File: config.mk
export PLATFORM = sky130hd
export DESIGN_NAME = rooted_tree_parent_depth
export DESIGN_NICKNAME = d
export VERILOG_FILES = /design/src/sv/rtpd_pkg.sv /design/src/sv/rtpd_ram.sv /design/src/sv/rtpd_seq.sv /design/src/sv/rooted_tree_parent_depth.sv
export SDC_FILE = /design/constraint.sdc
export NUM_CORES = 1
export LEC_CHECK = 0
export ABC_AREA = 1
export BUFFER_PORTS_ARGS = -buffer_cell sky130_fd_sc_hd__buf_2
export CAP_MARGIN = 20
export CORE_ASPECT_RATIO = 0.9
export CORE_MARGIN = 3
export CORE_UTILIZATION = 40
export CTS_BUF_LIST = sky130_fd_sc_hd__clkbuf_4
export DETAILED_ROUTE_END_ITERATION = 16
export GPL_ROUTABILITY_DRIVEN = 0
export GPL_TIMING_DRIVEN = 1
export PLACE_DENSITY = 0.62
export SKIP_CTS_REPAIR_TIMING = 1
export SLEW_MARGIN = 20
export SYNTH_ARGS = -nofsm -noshare
export SYNTH_HDL_FRONTEND = slang
export SYNTH_SLANG_ARGS = --single-unit
File: constraint.sdc
create_clock -name i_clk -period 5.3 [get_ports i_clk]
set_input_delay 1.06 -clock i_clk [delete_from_list [all_inputs] [get_ports i_clk]]
set_output_delay 1.06 -clock i_clk [all_outputs]
set_load 0.01 [all_outputs]
File: src/sv/rtpd_pkg.sv
package rtpd_pkg;

    localparam int ID_W          = 6;
    localparam int ID_SPACE      = 64;
    localparam int PAR_W         = 7;
    localparam int DEPTH_W       = 6;
    localparam int KIND_W        = 2;
    localparam int MAX_NODES_DEF = 64;

    localparam logic [PAR_W-1:0]   PARENT_NONE = 7'h7F;
    localparam logic [DEPTH_W-1:0] DEPTH_CAP   = 6'd63;

    localparam logic [KIND_W-1:0] KIND_ROOT  = 2'd0;
    localparam logic [KIND_W-1:0] KIND_INNER = 2'd1;
    localparam logic [KIND_W-1:0] KIND_LEAF  = 2'd2;

    typedef enum logic [2:0] {
        ST_IDLE,
        ST_ORD,
        ST_NODE,
        ST_FIRST,
        ST_WALK
    } t_state;

    // control from the output sequencer to the loader and memories
    typedef struct packed {
        logic            busy;
        logic            clear;
        logic [ID_W-1:0] tree_addr;
    } t_seq_ctl;

endpackage

File: src/sv/rtpd_ram.sv
module rtpd_ram #(
    parameter int WIDTH = 8,
    parameter int DEPTH = 64,
    localparam int AW   = $clog2(DEPTH)
) (
    input  logic             i_clk,
    input  logic             i_we,
    input  logic [AW-1:0]    i_waddr,
    input  logic [WIDTH-1:0] i_wdata,
    input  logic [AW-1:0]    i_raddr,
    output logic [WIDTH-1:0] o_rdata
);

    logic [WIDTH-1:0] r_mem [DEPTH];
    logic [WIDTH-1:0] r_rdata;

    // single write port, registered read port
    always_ff @(posedge i_clk) begin
        if (i_we) begin
            r_mem[i_waddr] <= i_wdata;
        end
        r_rdata <= r_mem[i_raddr];
    end

    assign o_rdata = r_rdata;

endmodule

File: src/sv/rtpd_seq.sv
module rtpd_seq #(
    parameter int MAX_NODES = rtpd_pkg::MAX_NODES_DEF,
    localparam int IW       = $clog2(MAX_NODES),
    localparam int CW       = $clog2(MAX_NODES + 1)
) (
    input  logic                             i_clk,
    input  logic                             i_rst_n,
    input  logic                             i_go,
    input  logic [CW-1:0]                    i_total,
    input  logic [rtpd_pkg::ID_SPACE-1:0]    i_pvalid,
    input  logic [rtpd_pkg::ID_W-1:0]        i_ord_rdata,
    input  logic [rtpd_pkg::ID_W-1:0]        i_par_rdata,
    input  logic                             i_kid_rdata,
    output logic [IW-1:0]                    o_ord_addr,
    output rtpd_pkg::t_seq_ctl               o_ctl,
    output logic                             o_strobe,
    output logic [rtpd_pkg::ID_W-1:0]        o_out_node,
    output logic signed [rtpd_pkg::PAR_W-1:0] o_parent_id,
    output logic [rtpd_pkg::DEPTH_W-1:0]     o_node_depth,
    output logic [rtpd_pkg::KIND_W-1:0]      o_node_kind,
    output logic                             o_last_result
);

    import rtpd_pkg::*;

    t_state               r_state, n_state;
    logic [IW-1:0]        r_idx, n_idx;
    logic [ID_W-1:0]      r_nid;
    logic [DEPTH_W-1:0]   r_depth, n_depth;
    logic [PAR_W-1:0]     r_par, n_par;
    logic [KIND_W-1:0]    r_kind, n_kind;
    logic                 w_emit;
    logic                 w_last;
    logic                 w_more;
    logic                 r_strobe;
    logic [ID_W-1:0]      r_out_node;
    logic [PAR_W-1:0]     r_parent_id;
    logic [DEPTH_W-1:0]   r_node_depth;
    logic [KIND_W-1:0]    r_node_kind;
    logic                 r_last;

    // final entry of the load order
    assign w_last = ((CW'(r_idx) + CW'(1)) == i_total);

    // walk decision: another parent link to follow
    always_comb begin
        w_more = 1'b0;
        w_emit = 1'b0;
        if (r_state == ST_FIRST) begin
            w_more = i_pvalid[r_nid] && i_pvalid[i_par_rdata] && (DEPTH_CAP > DEPTH_W'(1));
            w_emit = !w_more;
        end else if (r_state == ST_WALK) begin
            w_more = i_pvalid[i_par_rdata] && ((r_depth + DEPTH_W'(1)) < DEPTH_CAP);
            w_emit = !w_more;
        end
    end

    // next state
    always_comb begin
        n_state = r_state;
        unique case (r_state)
            ST_IDLE:  if (i_go) n_state = ST_ORD;
            ST_ORD:   n_state = ST_NODE;
            ST_NODE:  n_state = ST_FIRST;
            ST_FIRST,
            ST_WALK: begin
                if (w_more) begin
                    n_state = ST_WALK;
                end else if (w_last) begin
                    n_state = ST_IDLE;
                end else begin
                    n_state = ST_ORD;
                end
            end
            default:  n_state = ST_IDLE;
        endcase
    end

    // outputs to memories and loader
    always_comb begin
        o_ord_addr      = r_idx;
        o_ctl.busy      = (r_state != ST_IDLE) || r_strobe;
        o_ctl.clear     = w_emit && w_last;
        o_ctl.tree_addr = (r_state == ST_NODE) ? i_ord_rdata : i_par_rdata;
    end

    // walk datapath: parent, kind and link count of the current node, and the load order index
    always_comb begin
        n_idx   = r_idx;
        n_depth = r_depth;
        n_par   = r_par;
        n_kind  = r_kind;
        if (r_state == ST_FIRST) begin
            if (i_pvalid[r_nid]) begin
                n_par   = {1'b0, i_par_rdata};
                n_kind  = i_kid_rdata ? KIND_INNER : KIND_LEAF;
                n_depth = DEPTH_W'(1);
            end else begin
                n_par   = PARENT_NONE;
                n_kind  = KIND_ROOT;
                n_depth = '0;
            end
        end else if (r_state == ST_WALK) begin
            n_depth = r_depth + DEPTH_W'(1);
        end
        if (w_emit) begin
            n_idx = w_last ? '0 : r_idx + IW'(1);
        end
    end

    // control registers
    always_ff @(posedge i_clk) begin
        if (!i_rst_n) begin
            r_state  <= ST_IDLE;
            r_idx    <= '0;
            r_strobe <= 1'b0;
        end else begin
            r_state  <= n_state;
            r_idx    <= n_idx;
            r_strobe <= w_emit;
        end
    end

    // payload registers
    always_ff @(posedge i_clk) begin
        if (r_state == ST_NODE) begin
            r_nid <= i_ord_rdata;
        end
        r_depth <= n_depth;
        r_par   <= n_par;
        r_kind  <= n_kind;
        if (w_emit) begin
            r_out_node   <= r_nid;
            r_parent_id  <= n_par;
            r_node_depth <= n_depth;
            r_node_kind  <= n_kind;
            r_last       <= w_last;
        end
    end

    assign o_strobe      = r_strobe;
    assign o_out_node    = r_out_node;
    assign o_parent_id   = r_parent_id;
    assign o_node_depth  = r_node_depth;
    assign o_node_kind   = r_node_kind;
    assign o_last_result = r_last;

endmodule

File: src/sv/rooted_tree_parent_depth.sv
// Rooted tree loader with parent, depth and kind report.
// Input: command style. An item (one child of a node, or a childless node
// with i_child_count zero) is taken on a rising edge with start high and
// busy low. i_last_of_node enters the node into load order, i_last_of_tree
// also ends the tree and starts the report run.
// Loading takes one item per cycle while busy is low: the parent link is
// written to the parent memory, the first-parent check uses a valid bit
// per id. Report: one item per loaded node, in load order, on the o_
// ports for one cycle marked by o_strobe; the receiver cannot stall. Per
// node the sequencer steps through the load order read, the parent and
// child-flag read and the first link, plus a walk step for each further
// parent link, since each link is one read of the parent memory; depth
// saturates at 63 links. busy is high from the cycle after the last item
// of a tree through the cycle of the final strobe; the first strobe
// follows the walk of the first node. At the end of a run the tree is
// cleared as the final result is registered.
// Reset (synchronous, active low) empties the tree; no clearing pass.
module rooted_tree_parent_depth #(
    parameter int MAX_NODES = rtpd_pkg::MAX_NODES_DEF
) (
    input  logic                              i_clk,
    input  logic                              i_rst_n,
    input  logic                              start,
    output logic                              busy,
    input  logic [rtpd_pkg::ID_W-1:0]         i_node_id,
    input  logic [rtpd_pkg::ID_W-1:0]         i_child_count,
    input  logic [rtpd_pkg::ID_W-1:0]         i_child_id,
    input  logic                              i_last_of_node,
    input  logic                              i_last_of_tree,
    output logic                              o_strobe,
    output logic [rtpd_pkg::ID_W-1:0]         o_out_node,
    output logic signed [rtpd_pkg::PAR_W-1:0] o_parent_id,
    output logic [rtpd_pkg::DEPTH_W-1:0]      o_node_depth,
    output logic [rtpd_pkg::KIND_W-1:0]       o_node_kind,
    output logic                              o_last_result
);

    import rtpd_pkg::*;

    localparam int IW = $clog2(MAX_NODES);
    localparam int CW = $clog2(MAX_NODES + 1);

    t_seq_ctl              w_ctl;
    logic                  w_accept;
    logic                  w_has_kid;
    logic                  w_par_we;
    logic                  w_enter;
    logic [ID_SPACE-1:0]   r_pvalid;
    logic [ID_SPACE-1:0]   r_loaded;
    logic [CW-1:0]         r_total;
    logic [IW-1:0]         w_ord_raddr;
    logic [ID_W-1:0]       w_ord_rdata;
    logic [ID_W-1:0]       w_par_rdata;
    logic [0:0]            w_kid_rdata;

    // item acceptance and load decisions
    assign w_accept  = start && !busy;
    assign w_has_kid = (i_child_count != '0);
    assign w_par_we  = w_accept && w_has_kid && !r_pvalid[i_child_id];
    assign w_enter   = w_accept && (i_last_of_node || i_last_of_tree)
                       && !r_loaded[i_node_id] && (r_total < CW'(MAX_NODES));

    // parent valid bits, loaded marks and node count
    always_ff @(posedge i_clk) begin
        if (!i_rst_n || w_ctl.clear) begin
            r_pvalid <= '0;
            r_loaded <= '0;
            r_total  <= '0;
        end else begin
            if (w_par_we) begin
                r_pvalid[i_child_id] <= 1'b1;
            end
            if (w_enter) begin
                r_loaded[i_node_id] <= 1'b1;
                r_total             <= r_total + CW'(1);
            end
        end
    end

    // parent link per id
    rtpd_ram #(
        .WIDTH (ID_W),
        .DEPTH (ID_SPACE)
    ) u_par_ram (
        .i_clk   (i_clk),
        .i_we    (w_par_we),
        .i_waddr (i_child_id),
        .i_wdata (i_node_id),
        .i_raddr (w_ctl.tree_addr),
        .o_rdata (w_par_rdata)
    );

    // has-children flag per id, from the node's latest item
    rtpd_ram #(
        .WIDTH (1),
        .DEPTH (ID_SPACE)
    ) u_kid_ram (
        .i_clk   (i_clk),
        .i_we    (w_accept),
        .i_waddr (i_node_id),
        .i_wdata (w_has_kid),
        .i_raddr (w_ctl.tree_addr),
        .o_rdata (w_kid_rdata)
    );

    // load order
    rtpd_ram #(
        .WIDTH (ID_W),
        .DEPTH (MAX_NODES)
    ) u_ord_ram (
        .i_clk   (i_clk),
        .i_we    (w_enter),
        .i_waddr (r_total[IW-1:0]),
        .i_wdata (i_node_id),
        .i_raddr (w_ord_raddr),
        .o_rdata (w_ord_rdata)
    );

    // depth walk and report sequencer
    rtpd_seq #(
        .MAX_NODES (MAX_NODES)
    ) u_seq (
        .i_clk         (i_clk),
        .i_rst_n       (i_rst_n),
        .i_go          (w_accept && i_last_of_tree),
        .i_total       (r_total),
        .i_pvalid      (r_pvalid),
        .i_ord_rdata   (w_ord_rdata),
        .i_par_rdata   (w_par_rdata),
        .i_kid_rdata   (w_kid_rdata[0]),
        .o_ord_addr    (w_ord_raddr),
        .o_ctl         (w_ctl),
        .o_strobe      (o_strobe),
        .o_out_node    (o_out_node),
        .o_parent_id   (o_parent_id),
        .o_node_depth  (o_node_depth),
        .o_node_kind   (o_node_kind),
        .o_last_result (o_last_result)
    );

    assign busy = w_ctl.busy;

endmodule

==> results by group <==
Clock network
  – Clock Pin Slew Worst Setup and Hold Paths: 60 ps
  – # H-tree levels: 5
  – CTS Buffer Depth: 4
  – Root Driver: clkbuf_4
  – Clock latency on the worst-skew pair: 1210 ps
  – # clock sinks: slightly above 1,000
  – CTS tree: done
  – CTS Buf Count: approximately 280

Place
  – Port Buffers: 46
  – Dpl hpwl: 71.24 mm
  – Post-DP Area: 46,270 sq um

Drt
  – DRC Markers: 0
  – Routed wire length: 122.5 mm
  – Starting DRC count in detailed routing: 3,999
  – Drt wl/cell: ~20 um
  – Final ANT Viol Nets: 0
  – Drt pass-1 iters: 6
  – Vias per cell: 5.485
  – Vias: 33,108

Finish
  – Fin util: 0.4482
  – Final nets: about 4,400
  – Area grow syn2layout: 10.23%
  – Share of cells above drive strength 1: 0.1329
  – Fin area: roughly 49,000 sq um
  – Filler cells: 10,403

Global route
  – Grt total ovfl: 0
  – GR Layer Usage met1: 0.2841
  – Total GRT Usage: 0.2064
  – GR peak layer: met2
  – Largest net degree at the start of global routing: 161
  – First-pass GRT wire length: 188.2 mm
  – M3 GR Usage: 0.04730
  – GRT met2 Usage: 0.3204
  – Vias in the first global route: between 30,000 and 40,000
  – Initial antenna violation count: 2

STA
  – Final Skew: approximately 100 ps
  – Highest clock rate: around 260 MHz
  – Hold Vio Cnt, Final: 0
  – # setup viols final: 0
  – Worst Hold Slack: 193.2 ps
  – Period utilization: 0.7377
  – RSZ-0062 raised after global routing: no
  – Post-route setup TNS: 0 ps
  – Final min period: about 3900 ps
  – Slew headroom: 0.2761
  – Max-slew violations: 0
  – Worst-Margin Slew: 1086 ps

Yosys
  – Mapped Area: ~45,000 sq um
  – Synth unique cells: 47
  – Syn Nets: 4,326
  – Post-synth top cells: 860 x edfxtp_1, 710 x nor2_1, 576 x nand2_1, 516 x o21ai_0, 331 x inv_1
  – Most used DFF post-synth: edfxtp_1
  – Seq/Total Area, Yosys: 0.6535
  – Avg Inst Size Synth: 10.43 sq um
  – Top cell type's share of synthesized area: 0.5762
  – Async set-reset flop share out of synthesis: 0
  – Largest area contributor in the netlist: edfxtp_1
  – Mapped Cells: 4,299
  – Number of synthesized register bits: about 1,000
  – Yosys warning count: 0
  – Post-synth EDFFs: 860
  – Count leader, synth: edfxtp_1
  – Largest cells by area after synthesis: edfxtp_1 58%, dfxtp_1 7.7%, nor2_1 5.9%

Worst setup path
  – Crit path largest cell delay: ~840 ps
  – Critical path class: reg -> reg
  – Crit-path max FO: 42
  – Critical path buffer and inverter count: 2
  – Worst Setup End Kind: flop
  – Crit-path slowest cell: o21ai_4
  – CP startpoint kind: flop
  – Family with the most delay on the worst path: compound AO/OA/AOI/OAI gates
  – Worst EP required: about 6300 ps
  – Critical Path AT: 4910 ps
  – Crit path cell chain: nor2_1, nand2_1, o21ai_4, inv_2, buf_4, o21ai_0, o22ai_1, o211ai_1, nand3_1, nand3_1, nand2_1

Floorplan
  – I/O pin total: 47
  – Die H: approximately 320 um
  – Std-Cell Rows: 115
  – Die width: 358.8 um
  – Die area: 116,100 sq um
  – Core area: 110,200 sq um
  – Initial Util: 0.4066

Power and ir drop
  – Max VDD drop: between 0.3 and 0.4 mV
  – Lkg Pwr: 16.88 nW
  – Pwr dens: 409.9 nW/um^2

Worst hold path
  – Hold Path Class: in -> reg

Outcome
  – Run status: completed

Flow run
  – Max cap viols: 0
## report_power, final
group / internal [mW] / leakage (nW) / total (mW) / switching [mW]
Combinational: 1.22 / 5.79 / 4.65 / 3.43
Sequential: 8.96 / 9.21 / 9.10 / 0.147
Clock: 3.36 / 1.89 / 6.50 / 3.14
Total: 13.5 / 16.9 / 20.3 / 6.72
## flip-flops by register name, summed over array words and instances (netlist names), 2 cells and up
register,flops
r_loaded,64
u_seq.r_depth,6
u_seq.o_node_kind,2
u_seq.o_out_node,6
u_seq.r_kind,2
u_par_ram.r_mem,384
r_total,7
u_seq.o_ord_addr,6
u_seq.r_state,3
u_par_ram.o_rdata,6
u_ord_ram.o_rdata,6
u_seq.o_parent_id,7
u_seq.r_par,7
u_ord_ram.r_mem,384
u_seq.o_node_depth,6
u_seq.r_nid,6
r_pvalid,64
u_kid_ram.r_mem,64
## kinds of logic (layout without fill, tap and decap cells)
family / Yosys count / after routing / synth area share
flops: 1033 / 1033 / 0.6535
other cells: 0 / 7 / 0
xor+xnor: 13 / 13 / 0.002540
simple gates: 1608 / 1608 / 0.1511
buf+inv: 626 / 894 / 0.05681
fa+ha+maj: 4 / 4 / 0.001117
compound gates: 1015 / 1015 / 0.1349
## metal layers
| metal | wire length [um] | vias up | share of wire |
|---|---|---|---|
| li1 | - | 15487 | - |
| met2 | 55390 | 1583 | 0.45 |
| met4 | 3024 | 0 | 0.025 |
| met3 | 11170 | 238 | 0.091 |
| met1 | 52930 | 15800 | 0.43 |
| met5 | 0 | - | 0 |
## final timing paths
kind | startpoint | end | slack (ps) | depth (start not counted)
max reg2reg | u_seq.r_state[2] | u_par_ram.o_rdata[5] | 1390 | 11
min | i_rst_n | u_seq.r_state[1] | 190 | 3
min reg2reg | u_ord_ram.o_rdata[0] | u_seq.r_nid[0] | 430 | 0
max | u_seq.r_state[2] | u_par_ram.o_rdata[5] | 1390 | 11
## area by class of cell
type                       instances  area (sq um)  area share
sequential                      1033         29290      0.5930
multi-input combinational       2640         13050      0.2642
clock buffer                     391          2935     0.05942
tap                             1462          1829     0.03703
inverter                         353          1333     0.02697
timing repair buffer             103         760.7     0.01540
clock inverter                    47         180.2    0.003647
antenna                            7         17.52   0.0003546
## cells in the final DEF, fill, tap and decap left out, types with 28 or more instances in the layout
cell	Yosys	layout
clkinv_1	4	45
o21ai_0	516	514
o21ai_1	32	31
o21bai_1	39	39
o22ai_1	155	155
dfxtp_1	173	170
a21oi_1	66	66
buf_4	1	56
buf_2	58	40
nand3_1	187	185
edfxtp_1	860	860
nor2_1	710	708
inv_1	331	327
clkbuf_4	0	391
nand2_1	576	575
o221ai_1	28	28
nand4_1	82	82
o211ai_1	126	126
## through the flow
step | setup slack, ps | total power [mW] | instances
global route | 1045 | 21.29 | 6031
CTS | 1300 | 20.38 | 6029
global placement | 1040 | 13.86 | 5591
floorplan | 1860 | 12.24 | 4299
finish | 1390 | 20.25 | 6036
detailed placement | 1021 | 13.89 | 5591
## tightest hold or removal path, delay by kind of cell
family                 cells  cell delay (ps)
AND/OR/NAND/NOR            2              110
buffers and inverters      1              140
No activity file was read; power rests on OpenSTA's default activity.
